File: config.mk
export PLATFORM = sky130hd
export DESIGN_NAME = line_pixel_generator
export DESIGN_NICKNAME = d
export VERILOG_FILES = /design/src/design/lpg_pkg.sv /design/src/design/lpg_front.sv /design/src/design/lpg_queue.sv /design/src/design/lpg_back.sv /design/src/design/line_pixel_generator.sv
export SDC_FILE = /design/constraint.sdc
export NUM_CORES = 1
export LEC_CHECK = 0
export ABC_AREA = 1
export BUFFER_PORTS_ARGS = -buffer_cell sky130_fd_sc_hd__buf_2
export CAP_MARGIN = 20
export CORE_MARGIN = 1.5
export CORE_UTILIZATION = 60
export DETAILED_ROUTE_END_ITERATION = 10
export GPL_TIMING_DRIVEN = 0
export PLACE_DENSITY = 0.88
export SYNTH_ARGS = -nofsm -noshare
export SYNTH_HDL_FRONTEND = slang
export SYNTH_SLANG_ARGS = --single-unit
export TNS_END_PERCENT = 100
File: constraint.sdc
create_clock -name clk -period 4.8 [get_ports clk]
set_input_delay 0.72 -clock clk [delete_from_list [all_inputs] [get_ports clk]]
set_output_delay 0.72 -clock clk [all_outputs]
set_load 0.005 [all_outputs]
File: src/design/lpg_pkg.sv
// Shared types and constants for the line pixel generator.
package lpg_pkg;

  // Coordinate width; request and pixel structs follow from it.
  localparam int COORD_BITS = 6;
  localparam int COLOR_BITS = 16;
  // Error term: signed, two bits wider than a coordinate.
  localparam int ERR_BITS   = COORD_BITS + 2;
  // Depth of the job queue between front and back.
  localparam int QUEUE_DEPTH = 2;

  typedef logic [COORD_BITS-1:0] coord_t;
  typedef logic [COLOR_BITS-1:0] color_t;
  typedef logic signed [ERR_BITS-1:0] err_t;

  // One line request.
  typedef struct packed {
    coord_t start_x;
    coord_t start_y;
    coord_t end_x;
    coord_t end_y;
    color_t pixel_color;
  } line_req_t;

  // One output pixel.
  typedef struct packed {
    coord_t pixel_x;
    coord_t pixel_y;
    color_t color_out;
    logic   last_pixel;
  } pixel_t;

  // Prepared line job handed from front to back.
  typedef struct packed {
    coord_t x;
    coord_t y;
    coord_t xe;
    coord_t ye;
    coord_t dx;
    coord_t dy;
    logic   sx_neg;
    logic   sy_neg;
    err_t   err;
    color_t color;
  } line_job_t;

endpackage

File: src/design/lpg_front.sv
// Front end: accepts line requests and computes deltas, steps and starting error.
module lpg_front import lpg_pkg::*; (
  input  logic      clk,
  input  logic      rst_n,
  input  logic      in_valid,
  output logic      in_ready,
  input  line_req_t in_req,
  output logic      job_valid,
  input  logic      job_ready,
  output line_job_t job
);

  logic      job_vld_r, job_vld_nxt;
  line_job_t job_r, job_nxt;
  coord_t    dx, dy;

  // Absolute deltas and step directions
  always_comb begin
    dx = (in_req.end_x > in_req.start_x) ? in_req.end_x - in_req.start_x
                                         : in_req.start_x - in_req.end_x;
    dy = (in_req.end_y > in_req.start_y) ? in_req.end_y - in_req.start_y
                                         : in_req.start_y - in_req.end_y;
    job_nxt.x      = in_req.start_x;
    job_nxt.y      = in_req.start_y;
    job_nxt.xe     = in_req.end_x;
    job_nxt.ye     = in_req.end_y;
    job_nxt.dx     = dx;
    job_nxt.dy     = dy;
    job_nxt.sx_neg = !(in_req.start_x < in_req.end_x);
    job_nxt.sy_neg = !(in_req.start_y < in_req.end_y);
    job_nxt.color  = in_req.pixel_color;
    // starting error: dx/2 or -(dy/2)
    if (dx > dy) begin
      job_nxt.err = signed'({2'b00, (dx >> 1)});
    end else begin
      job_nxt.err = -signed'({2'b00, (dy >> 1)});
    end
  end

  assign in_ready  = !job_vld_r || job_ready;
  assign job_valid = job_vld_r;
  assign job       = job_r;

  // Holding register toward the queue
  always_comb begin
    job_vld_nxt = job_vld_r;
    if (in_valid && in_ready) begin
      job_vld_nxt = 1'b1;
    end else if (job_ready) begin
      job_vld_nxt = 1'b0;
    end
  end

  always_ff @(posedge clk) begin
    if (!rst_n) begin
      job_vld_r <= 1'b0;
    end else begin
      job_vld_r <= job_vld_nxt;
    end
  end

  always_ff @(posedge clk) begin
    if (in_valid && in_ready) begin
      job_r <= job_nxt;
    end
  end

endmodule

File: src/design/lpg_queue.sv
// Short register queue of prepared line jobs.
module lpg_queue import lpg_pkg::*; (
  input  logic      clk,
  input  logic      rst_n,
  input  logic      wr_valid,
  output logic      wr_ready,
  input  line_job_t wr_job,
  output logic      rd_valid,
  input  logic      rd_ready,
  output line_job_t rd_job
);

  localparam int PtrBits = (QUEUE_DEPTH > 1) ? $clog2(QUEUE_DEPTH) : 1;
  localparam int CntBits = $clog2(QUEUE_DEPTH + 1);
  localparam logic [PtrBits-1:0] LastPtr = PtrBits'(QUEUE_DEPTH - 1);
  localparam logic [CntBits-1:0] FullCnt = CntBits'(QUEUE_DEPTH);

  line_job_t            slot_r [QUEUE_DEPTH];
  logic [PtrBits-1:0]   wr_ptr_r, wr_ptr_nxt, rd_ptr_r, rd_ptr_nxt;
  logic [CntBits-1:0]   cnt_r, cnt_nxt;
  logic                 push, pop;

  assign wr_ready = (cnt_r != FullCnt);
  assign rd_valid = (cnt_r != '0);
  assign rd_job   = slot_r[rd_ptr_r];
  assign push     = wr_valid && wr_ready;
  assign pop      = rd_valid && rd_ready;

  // Pointer and fill count update
  always_comb begin
    wr_ptr_nxt = wr_ptr_r;
    rd_ptr_nxt = rd_ptr_r;
    cnt_nxt    = cnt_r;
    if (push) begin
      wr_ptr_nxt = (wr_ptr_r == LastPtr) ? '0 : wr_ptr_r + 1'b1;
    end
    if (pop) begin
      rd_ptr_nxt = (rd_ptr_r == LastPtr) ? '0 : rd_ptr_r + 1'b1;
    end
    case ({push, pop})
      2'b10:   cnt_nxt = cnt_r + 1'b1;
      2'b01:   cnt_nxt = cnt_r - 1'b1;
      default: cnt_nxt = cnt_r;
    endcase
  end

  always_ff @(posedge clk) begin
    if (!rst_n) begin
      wr_ptr_r <= '0;
      rd_ptr_r <= '0;
      cnt_r    <= '0;
    end else begin
      wr_ptr_r <= wr_ptr_nxt;
      rd_ptr_r <= rd_ptr_nxt;
      cnt_r    <= cnt_nxt;
    end
  end

  always_ff @(posedge clk) begin
    if (push) begin
      slot_r[wr_ptr_r] <= wr_job;
    end
  end

endmodule

File: src/design/lpg_back.sv
// Back end: steps the Bresenham error loop and emits one pixel per cycle unless the output stalls.
module lpg_back import lpg_pkg::*; (
  input  logic      clk,
  input  logic      rst_n,
  input  logic      job_valid,
  output logic      job_ready,
  input  line_job_t job,
  output logic      out_valid,
  input  logic      out_ready,
  output pixel_t    out_pixel
);

  localparam coord_t GuardCnt = '1;

  logic      busy_r, busy_nxt;
  line_job_t cur_r, cur_nxt;
  coord_t    n_r, n_nxt;
  logic      out_vld_r, out_vld_nxt;
  pixel_t    out_r, out_nxt;
  logic      emit, done, step_x, step_y;
  err_t      dx_e, dy_e;

  assign job_ready = !busy_r;
  assign emit      = busy_r && (!out_vld_r || out_ready);
  assign out_valid = out_vld_r;
  assign out_pixel = out_r;

  assign dx_e   = signed'({2'b00, cur_r.dx});
  assign dy_e   = signed'({2'b00, cur_r.dy});
  assign done   = ((cur_r.x == cur_r.xe) && (cur_r.y == cur_r.ye)) || (n_r == GuardCnt);
  assign step_x = cur_r.err > -dx_e;
  assign step_y = cur_r.err < dy_e;

  // Step the current line, or load the next job when idle
  always_comb begin
    busy_nxt = busy_r;
    cur_nxt  = cur_r;
    n_nxt    = n_r;
    if (!busy_r) begin
      if (job_valid) begin
        busy_nxt = 1'b1;
        cur_nxt  = job;
        n_nxt    = '0;
      end
    end else if (emit) begin
      if (done) begin
        busy_nxt = 1'b0;
      end else begin
        n_nxt = n_r + 1'b1;
        cur_nxt.err = cur_r.err - (step_x ? dy_e : '0) + (step_y ? dx_e : '0);
        if (step_x) begin
          cur_nxt.x = cur_r.sx_neg ? cur_r.x - 1'b1 : cur_r.x + 1'b1;
        end
        if (step_y) begin
          cur_nxt.y = cur_r.sy_neg ? cur_r.y - 1'b1 : cur_r.y + 1'b1;
        end
      end
    end
  end

  // Output register
  always_comb begin
    out_vld_nxt = out_vld_r;
    out_nxt     = out_r;
    if (emit) begin
      out_vld_nxt          = 1'b1;
      out_nxt.pixel_x      = cur_r.x;
      out_nxt.pixel_y      = cur_r.y;
      out_nxt.color_out    = cur_r.color;
      out_nxt.last_pixel   = done;
    end else if (out_ready) begin
      out_vld_nxt = 1'b0;
    end
  end

  always_ff @(posedge clk) begin
    if (!rst_n) begin
      busy_r    <= 1'b0;
      out_vld_r <= 1'b0;
    end else begin
      busy_r    <= busy_nxt;
      out_vld_r <= out_vld_nxt;
    end
  end

  always_ff @(posedge clk) begin
    cur_r <= cur_nxt;
    n_r   <= n_nxt;
    out_r <= out_nxt;
  end

endmodule

File: src/design/line_pixel_generator.sv
// Top level of the Bresenham line pixel generator.
//
//  channel  direction  handshake             payload
//  in_      input      in_valid / in_ready   in_req    (line_req_t)
//  out_     output     out_valid / out_ready out_pixel (pixel_t)
//
// A line of N = max(dx, dy) + 1 pixels emits one pixel per cycle from the
// back-end stepper while the output is not stalled, and the next job is loaded
// after the last pixel. Requests pass the front register and the queue first.
// Reset (rst_n low, synchronous) empties the front register, queue and stepper.
// Output stalls hold the pixel register and freeze the stepper; the queue keeps
// taking requests until it fills.
module line_pixel_generator import lpg_pkg::*; (
  input  logic      clk,
  input  logic      rst_n,
  input  logic      in_valid,
  output logic      in_ready,
  input  line_req_t in_req,
  output logic      out_valid,
  input  logic      out_ready,
  output pixel_t    out_pixel
);

  logic      fr_valid, fr_ready, bk_valid, bk_ready;
  line_job_t fr_job, bk_job;

  // Request setup
  lpg_front u_front (
    .clk       (clk),
    .rst_n     (rst_n),
    .in_valid  (in_valid),
    .in_ready  (in_ready),
    .in_req    (in_req),
    .job_valid (fr_valid),
    .job_ready (fr_ready),
    .job       (fr_job)
  );

  // Job queue
  lpg_queue u_queue (
    .clk      (clk),
    .rst_n    (rst_n),
    .wr_valid (fr_valid),
    .wr_ready (fr_ready),
    .wr_job   (fr_job),
    .rd_valid (bk_valid),
    .rd_ready (bk_ready),
    .rd_job   (bk_job)
  );

  // Pixel stepper
  lpg_back u_back (
    .clk       (clk),
    .rst_n     (rst_n),
    .job_valid (bk_valid),
    .job_ready (bk_ready),
    .job       (bk_job),
    .out_valid (out_valid),
    .out_ready (out_ready),
    .out_pixel (out_pixel)
  );

endmodule

-- After elaboration in Yosys (flattened, before gate mapping)
Memories as Yosys holds them, arrays and structs flattened. A register that Yosys moved wholly into a read port is not among the register bits.
Cells that the tools add are included.
Widths: inputs -> output; s select.
- memories kept: 1
- bits of input ports: 44
- memory bits (writable): 124
- flip-flop bits (word level): 166
- output and inout port bits: 31
- logic and storage cells: 125
- reductions and logical operators: 22
- muxes and demuxes: 35
- add/sub/neg operators: 17
- eq/ne operators: 10
- bitwise operators: 1
- $lt $le $gt $ge: 7
- memory list (name ; depth ; bits a word ; rd ports ; clocked after Yosys merged registers in ; write ports ; RTL line ; RTL):
    u_queue.slot_r ; 2 ; 62 ; 1 ; 1 ; 1 ; lpg_queue.sv:18 ; line_job_t slot_r [QUEUE_DEPTH];
- operator list (cell ; count):
    $mux 6 ; 12
    $mux 62 ; 1
    $mux 12 ; 3
    $mux 8 ; 3
    $sub 6x6->6 ; 4
    $add 6x1->6 const B ; 3
    $gt 6x6->1 ; 3
    $mux 1 ; 14
    $eq 6x6->1 ; 2
    $lt 6x6->1 ; 2
    $sub 6x1->6 const B ; 2
    $ne 2x2->1 const B ; 5
    $reduce_bool 2->1 ; 5
    $add 8x8->8 ; 1
    $gt 8x8->1 ; 1
    $lt 8x7->1 ; 1
    $neg 5->8 ; 1
    $neg 6->8 ; 1
    $reduce_and 4->1 ; 2
    $sub 8x8->8 ; 1
    $eq 6x6->1 const B ; 1
    $logic_and 1x1->1 ; 5
    $logic_not 1->1 ; 5
    $mux 5 ; 1
    10 further kinds ; 13

-- Logic depth before layout (Yosys ltp)
Gate-level depths: netlist of run 1.
- depth in word-level cells: 8
- mapped depth: 28
- gate-level depth less buffers: 28

-- Hierarchy
A second synthesis of run 1 with hierarchy kept.
- cell total of the unflattened synthesis: 1020
- area total of the unflattened synthesis: 13444.1 um^2
- by module, submodules not included (module ; area an instance (um^2) ; instances ; cells an instance):
    lpg_queue ; 5013.6 ; 1 ; 229
    lpg_back ; 4926.0 ; 1 ; 450
    lpg_front ; 3504.6 ; 1 ; 341

-- Worst setup path after synthesis of run 1
OpenSTA, ideal clock, no wires.
- kind: register to register
- start point: register u_queue.cnt_r[0]
- end point: register u_back.cur_r[50] in the netlist's numbering, enable pin
- cell stages (with the launch flop): 8
- library setup time: 314 ps
- buffers on the path: 1
- required time: 4486 ps
- slack: 1016 ps
- arrival time: 3470 ps
- path through: dfxtp_1 > nor2_1 > nor2_1 > inv_1 > buf_2 > nand2_1 > nand2_1 > inv_1
- word-level cells in the longest chain between the ends: 3
- ends and longest elaborated chain (item ; RTL line ; RTL):
    start: declaration ; lpg_queue.sv:20 ; logic [CntBits-1:0] cnt_r, cnt_nxt;
    start signal: assignment ; lpg_queue.sv:55 ; cnt_r <= cnt_nxt;
    $reduce_bool 2->1 ; lpg_queue.sv:24 ; assign rd_valid = (cnt_r != '0);
    $reduce_bool 2->1 (no line) ; n/a ;
    $reduce_and 4->1 (no line) ; n/a ;
    end signal: assignment ; lpg_back.sv:87 ; cur_r <= cur_nxt;
    end: declaration ; lpg_back.sv:16 ; line_job_t cur_r, cur_nxt;
Every way passes these cells.
A chain may end at the register's enable or synchronous reset.

==> results of run 1 <==
per-stage QoR:
stage,cell area (um2),instances
after floorplan,12880,1067
after global placement,13600,1416
after detailed placement,13760,1422
after CTS,14640,1471
after global routing,14640,1471
final,14640,1471
cell families after synthesis:
kind of cell	after synthesis
flops	291
xor+xnor	31
simple gates	429
fa+ha+maj	76
buf+inv	154
compound gates	80
mux	6
routing by layer:
| layer | vias to the layer above | global-route usage, % |
|---|---|---|
| met5 | - | 0 |
| met1 | 3979 | 30.53 |
| li1 | 3836 | - |
| met3 | 106 | 3.872 |
| met4 | 0 | 11.63 |
| met2 | 475 | 45.21 |
cell type report:
cell class              count  area (um2)  area share (%)
clock inverters            14       173.9           1.188
clock buffers              35       705.7           4.819
flip-flops and latches    291        8658           59.13
inverters                 133       499.2           3.409
repair buffers             80       505.5           3.452
plain buffers              21       95.09          0.6494
well taps                 275       344.1           2.350
multi-input cells         622        3661           25.00
where the power goes:
part	leakage, nW	switching, mW	internal [mW]
Combinational	2.97	2.45	1.22
Sequential	2.73	0.362	3.74
Clock	0.419	0.877	1.25
final timing paths:
check	slack, ns	to
hold reg to reg	0.42	u_back.out_pixel[16]
setup / recovery	0.31	u_back.cur_r[22]
setup reg to reg	0.31	u_back.cur_r[22]
hold / removal	0.37	u_front.job[14]
cells in the final DEF, fill, tap and decap left out, types with 22 or more instances in the layout:
cell                        instances
sky130_fd_sc_hd__clkbuf_1          22
sky130_fd_sc_hd__clkbuf_16         27
sky130_fd_sc_hd__inv_1            130
sky130_fd_sc_hd__nor2_1            69
sky130_fd_sc_hd__nand2_1          290
sky130_fd_sc_hd__buf_2             78
sky130_fd_sc_hd__edfxtp_1         283
sky130_fd_sc_hd__ha_1              64
sky130_fd_sc_hd__a21oi_1           34
sky130_fd_sc_hd__nand3_1           36
sequential cells by signal (all words and copies together), names as in the netlist, named ones only:
register	flops
u_queue.slot_r	124
u_back.cur_r	62
u_front.job	62
u_back.out_pixel	29
u_back.n_r	6
u_queue.cnt_r	2
u_back.busy_r	1
u_back.out_valid	1
u_front.job_valid	1
u_queue.rd_ptr_r	1
u_queue.wr_ptr_r	1
==> metrics.md, run 1 <==
| Metric | Value |
|---|---|
| Initial Util | 61.29% |
| Cell-by-cell trace of the critical path | nor3_1, nand3_1, xnor2_1, ha_1, a21o_1, a21oi_1, nand2_1, nand2_1, nor2_1, fa_1, fa_1, inv_1, nand2_1, nand2_1, nand2_1, nand2_1, nand2_1, nand2_1, nand2_1, a21oi_1, o22ai_1 |
| Most common cell on crit path | sky130_fd_sc_hd__nand2_1 |
| Ranking of synthesized cells by area | sky130_fd_sc_hd__edfxtp_1, sky130_fd_sc_hd__nand2_1, sky130_fd_sc_hd__ha_1 |
| Ratio of cells with drive above 1 in the final layout | 12.21% |
| Cell with the largest stage delay on the worst path | sky130_fd_sc_hd__fa_1 |
| Deepest clock path buffer count | 3 |
| Vias/cell | 5.708 |
| Overall routing resource usage | 25.44% |
| Unique cell type count in the Yosys netlist | 40 |
| Most common cell in the synthesized netlist | sky130_fd_sc_hd__nand2_1 |
| Total routed wire length on the met1 layer | 10,030 um |
| Sequential-to-total area share from yosys stat | 67.20% |
| Worst skew pair latency | 0.52 ns |
| Portion of netlist area occupied by mux cells | 0.4662% |
| Clock period minus worst slack | 4.492 ns |
| Max cap viols | 0 |
| Post-detailed-route wirelength per cell | 18.81 um |
| Fmax | 222.6 MHz |
| Number of global-route vias before repair | 8,378 |
| Number of enable flip-flop cells after synthesis | 283 |
| Count of input and output buffers | 74 |
| Post-synthesis compound-gate area fraction | 3.797% |
| Clock slew at reported path FFs | 0.06 ns |
| Area share of the largest cell type after synthesis | 65.96% |
| Result of the run | complete, no violations |
| Period Utilization, post-route | 93.59% |
| Max Clock Skew | 0.005815 ns |
| VDD IR max | 439.4 uV |
| Class of the worst hold path | input port to flop |
| Number of nets produced by synthesis | 1,187 |
| CTS Buf Count | 27 |
| Setup violation total in the final timing report | 0 |
| P per Cell Area | 675.9 nW/um2 |
| Max-slew violation count | 0 |
| Metal2 WL | 14,220 um |
| Number of violations reported at the end of detailed-routing iteration 0 | 810 |
| Fillcell total | 1,299 |
| Setup slack at placement | 0.5129 ns |
| Number of iterations in the first detailed-routing pass | 6 |
| Leading cell types by count after synthesis | sky130_fd_sc_hd__nand2_1, sky130_fd_sc_hd__edfxtp_1, sky130_fd_sc_hd__inv_1 |
| CP Launch Point | u_back.cur_r[34] |
| Main synth FF type | sky130_fd_sc_hd__edfxtp_1 |
| CP Data Arrival Time | 4.74 ns |
| Category of cells accounting for the largest share of critical-path delay | simple AND/OR/NAND/NOR gates |
| GP Congestion | 0.9027 |
| Least setup slack across all paths after layout | 0.3078 ns |
| Worst path required time | 5.05 ns |
| WP depth | 21 |
| Global-route wire length before repair | 43,330 um |
| Critical hold path startpoint | in_req[14] |
| Die boundary width | 149.5 um |
| Clock Sinks | 291 |
| Peak fanout along the critical path | 7 |
| Mapped Area | 12,880 um2 |
| Synthesized-area fraction occupied by xor and xnor cells | 2.107% |
| Largest net degree at the start of global routing | 46 |
| Number of cell instances on the worst register-to-register path | 21 |
| Post-Synthesis Mean Instance Area | 12.07 um2 |
| Buffers inserted by post-CTS timing repair | 0 |
| Final core occ | 69.66% |
| Post-cts resize count | 0 |
| Count of cells along the worst hold path | 1 |
| Via total after detailed routing | 8,396 |
| Slowest cell delay on critical path | 0.55 ns |
| Leakage power | 6.128 nW |
| Number of placement rows | 53 |
| Final global-route overflow total | 0 |
| Main combinational cell family by area after synthesis | simple AND/OR/NAND/NOR gates |
| Total power | 9.897 mW |
| Number of placed I/O pins | 75 |
| Initial antenna violation count | 0 |
| Simple-gate area share of the yosys netlist | 13.73% |
| Unrepaired setup endpoints after global routing | no |
| Core area | 21,020 um2 |
| Buf/Inv on CP | 1 |
| Adder-cell share of the synthesized area | 8.080% |
| Routed wire length | 27,660 um |
| H-tree Lvls | 1 |
| Worst max-slew margin expressed relative to the limit | 36.23% |
| Post-route antenna net violation count | 0 |
| Met3 Wirelength | 2113 um |
| TNS Setup | 0 ns |
| TritonCTS clock tree | done |
| Post-detailed-route DRC marker count | 0 |
| Post-synthesis cell type with the largest combined area | sky130_fd_sc_hd__edfxtp_1 |
| Number of diodes added for antenna fixing | 0 |
| Synth async-reset ratio | 0% |
| Count of state elements after synthesis | 291 |
| Number of failing hold endpoints at the final stage | 0 |
| Setup CP Type | flop to flop |
| Synthesized instance count | 1,067 |
| RR Startpoint | u_back.cur_r[34] |
| Type of element capturing the critical path | flop |
| Top routing layer used | met4 |
| Final net count | 1,296 |
| Yosys warnings | 0 |
| Floorplan die area | 22,360 um2 |
| Root cell of the clock tree | sky130_fd_sc_hd__clkbuf_16 |
| Hold Buf Count CTS | 0 |
| Placed wire-length estimate after detailed placement | 18,280 um |
| Measured slew at the worst slew-check pin | 0.9543 ns |
| Category of the worst setup path launch point | flop |
| Layout area overhead | 13.65% |
| WHS | 0.3749 ns |
| Die span in y | 149.5 um |
No activity file was read; power rests on OpenSTA's default activity.
==> run 2: changes to the inputs <==
ABC_AREA = unset   (was 1)
==> run 2 against run 1 <==
- the run now ends with setup timing left
- synthesized area decreased by 2.2%
- sequential power is 3% lower
- first-iteration DRC count decreased by 34%
- via count down 17%
- count of clock-buffer cells in the layout down 4
- clock power about the same
- wire length decreased by 13%
- worst setup slack got worse by 0.32 ns
- utilization grew 0.66 points
- register-to-register slack got worse by 0.32 ns
- design area is 1.9% lower
- largest power group unchanged
==> metrics.md, run 2 <==
| Metric | Value |
|---|---|
| Initial antenna violation count | 0 (unchanged) |
| CTS Buf Count | 28 (+3.7%) |
| Fmax | 208.0 MHz (-6.6%) |
| Synthesized-area fraction occupied by xor and xnor cells | 3.535% (+1.4 points) |
| Vias/cell | 5.824 (+2.0%) |
| Initial Util | 61.67% (+0.39 points) |
| Measured slew at the worst slew-check pin | 0.9618 ns (+0.007493 ns) |
| Deepest clock path buffer count | 3 (unchanged) |
| Worst skew pair latency | 0.53 ns (about the same) |
| Largest net degree at the start of global routing | 63 (+37%) |
| Largest register by flop count | u_queue.slot_r |
| Most common cell in the synthesized netlist | sky130_fd_sc_hd__edfxtp_1 |
| Category of the worst setup path launch point | flop |
| Ratio of cells with drive above 1 in the final layout | 21.21% (+9.0 points) |
| Leakage power | 5.474 nW (-11%) |
| Sequential-to-total area share from yosys stat | 68.72% (+1.5 points) |
| Unique cell type count in the Yosys netlist | 53 (+33%) |
| Count of input and output buffers | 74 (unchanged) |
| Main synth FF type | sky130_fd_sc_hd__edfxtp_1 |
| Post-detailed-route DRC marker count | 0 (unchanged) |
| TritonCTS clock tree | done |
| Result of the run | finished, violations left |
| Cell with the largest stage delay on the worst path | sky130_fd_sc_hd__fa_1 |
| Simple-gate area share of the yosys netlist | 4.052% (-9.7 points) |
| Most common cell after layout, fill and taps aside | sky130_fd_sc_hd__edfxtp_1 |
| Count of state elements after synthesis | 291 (unchanged) |
| Violated checks | setup timing |
| CP Launch Point | u_back.cur_r[34] |
| Post-synthesis cell type with the largest combined area | sky130_fd_sc_hd__edfxtp_1 |
| Type of element capturing the critical path | flop |
| Post-route antenna net violation count | 0 (unchanged) |
| Final instance area | 14,370 um2 (-1.9%) |
| Post-detailed-route wirelength per cell | 20.21 um (+7.5%) |
| Clock slew at reported path FFs | 0.06 ns (about the same) |
| Mapped Area | 12,600 um2 (-2.2%) |
| Period Utilization, post-route | 100.2% (+6.6 points) |
| Number of diodes added for antenna fixing | 0 (unchanged) |
| Via total after detailed routing | 6,954 (-17%) |
| Setup CP Type | flop to flop |
| Max Clock Skew | 0.01086 ns (+0.005045 ns) |
| Max-slew violation count | 0 (unchanged) |
| Root cell of the clock tree | sky130_fd_sc_hd__clkbuf_16 |
| Number of placed I/O pins | 75 (unchanged) |
| Least setup slack across all paths after layout | -0.008640 ns (-0.3165 ns) |
| Number of failing hold endpoints at the final stage | 0 (unchanged) |
| Layout area overhead | 14.02% |
| Adder-cell share of the synthesized area | 8.262% (+0.18 points) |
| Synthesized instance count | 791 (-26%) |
| Post-synthesis compound-gate area fraction | 5.819% (+2.0 points) |
| Peak fanout along the critical path | 4 (-3) |
| Number of nets produced by synthesis | 911 (-23%) |
| H-tree Lvls | 1 (unchanged) |
| Cell-by-cell trace of the critical path | buf_4, nor3_1, xor2_1, ha_1, nand4_1, or2_2, a31o_2, and2_1, fa_1, inv_1, ha_1, a21o_1, a21oi_2, o21bai_1, a21oi_2, o21bai_1, nand4_1, o311ai_1 |
| Die span in y | 147.9 um (-1.1%) |
| Slowest cell delay on critical path | 0.57 ns (+0.02 ns) |
| Number of placement rows | 52 (-1.9%) |
| Die boundary width | 147.9 um (-1.1%) |
| Total power | 9.623 mW (-2.8%) |
| Overall routing resource usage | 22.15% (-3.3 points) |
| GP Congestion | 0.8477 (-6.1%) |
| Final net count | 1,022 (-21%) |
| Yosys warnings | 0 (unchanged) |
| Routed wire length | 24,130 um (-13%) |
| Class of the worst hold path | input port to flop |
| Placed wire-length estimate after detailed placement | 15,390 um (-16%) |
| Critical hold path startpoint | in_req[12] |
| Max cap viols | 0 (unchanged) |
| Global-route wire length before repair | 36,870 um (-15%) |
| Hold Buf Count CTS | 0 (unchanged) |
| Area share of the largest cell type after synthesis | 67.45% (+1.5 points) |
| Fillcell total | 1,207 (-7.1%) |
| Number of violations reported at the end of detailed-routing iteration 0 | 532 (-34%) |
| Setup violation total in the final timing report | 1 (+1) |
| Most used cells in the layout excluding fill and tap cells | sky130_fd_sc_hd__edfxtp_1, sky130_fd_sc_hd__inv_1, sky130_fd_sc_hd__buf_2 |
| Number of enable flip-flop cells after synthesis | 283 (unchanged) |
| VDD IR max | 336.5 uV (-23%) |
| Main combinational cell family by area after synthesis | adder cells |
| Clock Sinks | 291 (unchanged) |
| Worst path required time | 5.05 ns (about the same) |
| Number of flip-flops under the largest register name | 124 (unchanged) |
| DP Area | 13,400 um2 (-2.7%) |
| Post-Synthesis Mean Instance Area | 15.93 um2 (+32%) |
| P per Cell Area | 669.8 nW/um2 (-0.90%) |
| Floorplan die area | 21,880 um2 (-2.2%) |
| Worst max-slew margin expressed relative to the limit | 35.73% (-0.50 points) |
| CP Data Arrival Time | 5.06 ns (+0.32 ns) |
| Core area | 20,430 um2 (-2.8%) |
| Clock period minus worst slack | 4.809 ns (+0.3165 ns) |
| Leading cell types by count after synthesis | sky130_fd_sc_hd__edfxtp_1, sky130_fd_sc_hd__inv_1, sky130_fd_sc_hd__ha_1 |
| Number of global-route vias before repair | 7,001 (-16%) |
| Ranking of synthesized cells by area | sky130_fd_sc_hd__edfxtp_1, sky130_fd_sc_hd__ha_1, sky130_fd_sc_hd__mux2_2 |
| Synth async-reset ratio | 0% (unchanged) |
| Number of iterations in the first detailed-routing pass | 7 (+1) |
| RR Startpoint | u_back.cur_r[34] |
| Final global-route overflow total | 0 (unchanged) |
| Portion of netlist area occupied by mux cells | 6.514% (+6.0 points) |
-- run 2: changes by cell type in the layout (fill, tap and decap cells not counted), moves of 16 or more --
cell / before / now
sky130_fd_sc_hd__inv_1: 130 / 81
sky130_fd_sc_hd__mux2_2: 0 / 48
sky130_fd_sc_hd__mux2i_1: 6 / 28
sky130_fd_sc_hd__nand2_1: 290 / 11
sky130_fd_sc_hd__nand3_1: 36 / 6
sky130_fd_sc_hd__nor2_1: 69 / 19
sky130_fd_sc_hd__o22ai_1: 4 / 20
sky130_fd_sc_hd__xnor2_1: 11 / 36
-- run 2: routing by layer --
metal	track usage, %	wire [um]
met4	8.119	856
met3	3.025	1396
met5	0	0
met1	27.79	9545
met2	39.42	12330
-- run 2: cell type report --
class,count,area [um2],area share (%)
clock inverters,21,183.9,1.280
multi-input cells,402,3595,25.02
inverters,84,315.3,2.195
plain buffers,14,75.07,0.5226
clock buffers,31,733.2,5.104
repair buffers,81,467.9,3.257
flip-flops and latches,291,8658,60.27
well taps,270,337.8,2.352
-- run 2: worst paths after layout --
check | to | slack, ns | depth (start not counted)
worst max-delay path | u_back.cur_r[23] | -0.009 | 18
worst min-delay path | u_front.job[12] | 0.37 | 1
worst max register to register | u_back.cur_r[23] | -0.009 | 18
worst min register to register | u_back.out_pixel[15] | 0.42 | 0
-- run 2: report_power, final --
part           total [mW]  internal [mW]  switching (mW)
Sequential           3.98           3.63           0.353
Combinational        3.48           1.44            2.04
Clock                2.16           1.26           0.900
-- run 2: cell families after synthesis --
family          Yosys count
compound gates          107
simple gates             93
buf+inv                  98
fa+ha+maj                76
flops                   291
mux                      76
xor+xnor                 50
-- run 2: timing repair --
action / 4_1_cts / 5_1_grt
gates resized for setup: 1 / 6
gates cloned: 0 / 0
setup buffers: 0 / 4
setup endpoints to repair: 1 / 3
pin swaps: 0 / 4
-- run 2: worst max-delay path, delay by kind of cell (launching register included) --
family	cells	cell delay, ns
compound gates	7	1.20
simple gates	5	1.18
xor+xnor	1	0.19
flops	1	0.48
buf+inv	2	0.26
fa+ha+maj	3	1.24
-- run 2: stage by stage --
step                setup TNS (ns)  hold slack [ns]  utilization [%]  setup slack (ns)  cells
floorplan                        0           0.4003                -            0.6703    791
global placement            -19.43           0.4016            65.14           -0.3140   1135
detailed placement               0           0.4054            65.58           0.07557   1138
CTS                              0           0.3533            70.07           0.02004   1190
global route               -0.1625           0.3509            70.32          -0.08303   1194
finish                   -0.008640           0.3673            70.32         -0.008640   1194
==> run 3: changes to the inputs <==
CORE_MARGIN = 2   (was 1.5)
REMOVE_ABC_BUFFERS = 1   (was unset)
SYNTH_HIERARCHICAL = 1   (was unset)
==> run 3 against run 2 <==
- the flow now finishes without violations
- clock power fell by 11%
- utilization is 2.0 points lower
- fmax rose by 7.0%
- total power is 2.9% lower
- largest cell class unchanged
- combinational power shrank 4%
- synthesized area up 2.5%
- sequential cell count stayed put
- synthesized cell count grew 4.8%
- highest routed layer unchanged
- via count up 1.7%
- clock skew grew 0.0050 ns
==> metrics.md, run 3 <==
| Metric | Value |
|---|---|
| Overall routing resource usage | 22.17% (about the same) |
| Number of failing hold endpoints at the final stage | 0 (unchanged) |
| Post-Synthesis Mean Instance Area | 15.58 um2 (-2.2%) |
| Leading cell types by count after synthesis | sky130_fd_sc_hd__edfxtp_1, sky130_fd_sc_hd__inv_1, sky130_fd_sc_hd__mux2_2 |
| Category of cells accounting for the largest share of critical-path delay | compound AO/OA/AOI/OAI gates |
| Clock Sinks | 291 (unchanged) |
| VDD IR max | 468.4 uV (+39%) |
| Portion of netlist area occupied by mux cells | 6.509% (about the same) |
| Ratio of cells with drive above 1 in the final layout | 22.34% (+1.1 points) |
| Most common cell after layout, fill and taps aside | sky130_fd_sc_hd__edfxtp_1 |
| Main synth FF type | sky130_fd_sc_hd__edfxtp_1 |
| Main combinational cell family by area after synthesis | adder cells |
| Count of state elements after synthesis | 291 (unchanged) |
| Number of iterations in the first detailed-routing pass | 4 (-3) |
| Fillcell total | 1,287 (+6.6%) |
| Number of violations reported at the end of detailed-routing iteration 0 | 522 (-1.9%) |
| Setup violation total in the final timing report | 0 (-1) |
| Measured slew at the worst slew-check pin | 0.9246 ns (-0.03723 ns) |
| Leakage power | 5.457 nW (-0.31%) |
| Number of standard cells in the layout, taps in and fillers out | 1,215 (+1.8%) |
| Most common cell in the synthesized netlist | sky130_fd_sc_hd__edfxtp_1 |
| GP Congestion | 0.9421 (+11%) |
| Yosys warnings | 6 (+6) |
| Root cell of the clock tree | sky130_fd_sc_hd__clkbuf_16 |
| H-tree Lvls | 1 (unchanged) |
| Synth async-reset ratio | 0% (unchanged) |
| Clock slew at reported path FFs | 0.07 ns (about the same) |
| Cell-by-cell trace of the critical path | nor3_1, nand3_1, xnor2_1, ha_1, a21o_1, a2111oi_1, a21oi_2, and2_1, fa_1, inv_1, ha_1, a21oi_1, o211ai_1, a21oi_1, xor2_1, o21ai_0 |
| Number of flip-flops under the largest register name | 124 (unchanged) |
| Simple-gate area share of the yosys netlist | 5.153% (+1.1 points) |
| Worst skew pair latency | 0.55 ns (+0.02 ns) |
| Synthesized-area fraction occupied by xor and xnor cells | 3.129% (-0.41 points) |
| Adder-cell share of the synthesized area | 8.059% (-0.20 points) |
| Slowest cell delay on critical path | 0.55 ns (-0.02 ns) |
| Die boundary width | 150.7 um (+1.9%) |
| Clock period minus worst slack | 4.492 ns (-0.3163 ns) |
| Unique cell type count in the Yosys netlist | 77 (+45%) |
| Number of diodes added for antenna fixing | 0 (unchanged) |
| Die span in y | 150.7 um (+1.9%) |
| Post-detailed-route wirelength per cell | 20.09 um (-0.58%) |
| Via total after detailed routing | 7,070 (+1.7%) |
| Type of element capturing the critical path | flop |
| Placed wire-length estimate after detailed placement | 15,770 um (+2.5%) |
| Post-synthesis compound-gate area fraction | 6.858% (+1.0 points) |
| Number of placement rows | 53 (+1.9%) |
| P per Cell Area | 648.4 nW/um2 (-3.2%) |
| Initial antenna violation count | 0 (unchanged) |
| Mapped Area | 12,920 um2 (+2.5%) |
| Max Clock Skew | 0.01585 ns (+0.004990 ns) |
| Post-route antenna net violation count | 0 (unchanged) |
| Floorplan die area | 22,720 um2 (+3.8%) |
| Max-slew violation count | 0 (unchanged) |
| Max cap viols | 0 (unchanged) |
| Count of input and output buffers | 74 (unchanged) |
| TritonCTS clock tree | done |
| Fmax | 222.6 MHz (+7.0%) |
| Largest net degree at the start of global routing | 63 (unchanged) |
| Period Utilization, post-route | 93.59% (-6.6 points) |
| Global-route wire length before repair | 38,540 um (+4.5%) |
| Synthesized instance count | 829 (+4.8%) |
| Category of the worst setup path launch point | flop |
| CP Data Arrival Time | 4.77 ns (-0.29 ns) |
| Routed wire length | 24,410 um (+1.2%) |
| Most used cells in the layout excluding fill and tap cells | sky130_fd_sc_hd__edfxtp_1, sky130_fd_sc_hd__inv_1, sky130_fd_sc_hd__buf_2 |
| Post-synthesis cell type with the largest combined area | sky130_fd_sc_hd__edfxtp_1 |
| Setup CP Type | flop to flop |
| Layout area overhead | 11.57% |
| CTS Buf Count | 27 (-3.6%) |
| TNS Setup | 0 ns (+0.008640 ns) |
| Vias/cell | 5.819 (about the same) |
| Number of global-route vias before repair | 7,200 (+2.8%) |
| Cell with the largest stage delay on the worst path | sky130_fd_sc_hd__fa_1 |
| Number of placed I/O pins | 75 (unchanged) |
| Sequential-to-total area share from yosys stat | 67.03% (-1.7 points) |
| Deepest clock path buffer count | 3 (unchanged) |
| Area share of the largest cell type after synthesis | 65.79% (-1.7 points) |
| Buf/Inv on CP | 1 (-1) |
| Core area | 21,090 um2 (+3.2%) |
| Final global-route overflow total | 0 (unchanged) |
| Worst max-slew margin expressed relative to the limit | 38.36% (+2.6 points) |
| Peak fanout along the critical path | 7 (+3) |
| Post-detailed-route DRC marker count | 0 (unchanged) |
| Largest register by flop count | u_queue/slot_r |
| Result of the run | complete, no violations |
| Final net count | 1,040 (+1.8%) |
| Buffers inserted by post-CTS timing repair | 0 (unchanged) |
| Class of the worst hold path | input port to flop |
| Ranking of synthesized cells by area | sky130_fd_sc_hd__edfxtp_1, sky130_fd_sc_hd__ha_1, sky130_fd_sc_hd__mux2_2 |
| Initial Util | 61.26% (-0.42 points) |
| Number of enable flip-flop cells after synthesis | 283 (unchanged) |
| Unrepaired setup endpoints after global routing | no |
| Number of cells in the design after placement | 1,166 (+2.5%) |
| Worst path required time | 5.07 ns (+0.02 ns) |
run 3: cell types whose count changed in the layout (fill, tap and decap cells not counted), sizes merged, moves of 14 or more:
cell | before | now
o22ai | 20 | 3
xor2 | 13 | 27
xnor2 | 37 | 17
nand2 | 12 | 40
mux2i | 28 | 6
o21ai | 9 | 26
mux2 | 48 | 69
run 3: what timing repair did:
item                                   4_1_cts  5_1_grt
endpoints found under the hold margin        0        0
setup endpoints to repair                    0        3
gates resized for setup                      0        2
hold buffers                                 0        0
run 3: cell type report:
| class | instances | area, um2 | area share (%) |
|---|---|---|---|
| inverter | 86 | 322.8 | 2.240 |
| multi-input combinational | 436 | 3850 | 26.71 |
| clock inverter | 15 | 85.08 | 0.5904 |
| clock buffer | 34 | 701.9 | 4.871 |
| sequential | 291 | 8662 | 60.11 |
| tap | 275 | 344.1 | 2.388 |
| timing repair buffer | 78 | 445.4 | 3.091 |
run 3: stage by stage:
step | util [%] | power (mW) | setup WS [ns] | area [um2] | hold slack [ns]
after detailed placement | 64.58 | 7.336 | 0.1943 | 13620 | 0.4045
final | 68.34 | 9.344 | 0.3077 | 14410 | 0.3535
after global placement | 64.17 | 7.117 | 0.2679 | 13530 | 0.4031
after floorplan | - | 6.385 | 0.7787 | 12820 | 0.4003
after CTS | 68.32 | 9.355 | 0.2588 | 14410 | 0.3414
after global routing | 68.34 | 9.898 | 0.02829 | 14410 | 0.3424
run 3: kinds of logic after synthesis:
kind of cell / Yosys count
flip-flops: 291
AND/OR/NAND/NOR: 124
AO/OA/AOI/OAI: 117
buffers and inverters: 102
adder cells (fa/ha/maj): 76
multiplexers: 75
XOR/XNOR: 44
run 3: path summary, 6_finish.rpt:
kind	slack [ns]	endpoint	startpoint	cells past startpoint
worst max register to register	0.31	u_back/cur_r[21]	u_back/cur_r[35]	16
worst max-delay path	0.31	u_back/cur_r[21]	u_back/cur_r[35]	16
worst min-delay path	0.35	u_front/job[1]	in_req[1]	1
worst min register to register	0.41	u_back/out_pixel[14]	u_back/cur_r[13]	0
run 3: layer usage:
layer	track usage (%)	wire length, um	share of wire [%]
met1	29.32	10060	41
met2	37.41	12210	50
met3	3.121	1256	5.1
met4	8.785	886	3.6
met5	0	0	0
run 3: where the power goes:
part / switching [mW] / leakage (nW) / internal, mW
registers: 0.418 / 2.73 / 3.68
clock network: 0.878 / 0.381 / 1.04
logic: 1.93 / 2.35 / 1.40
total: 3.23 / 5.46 / 6.11
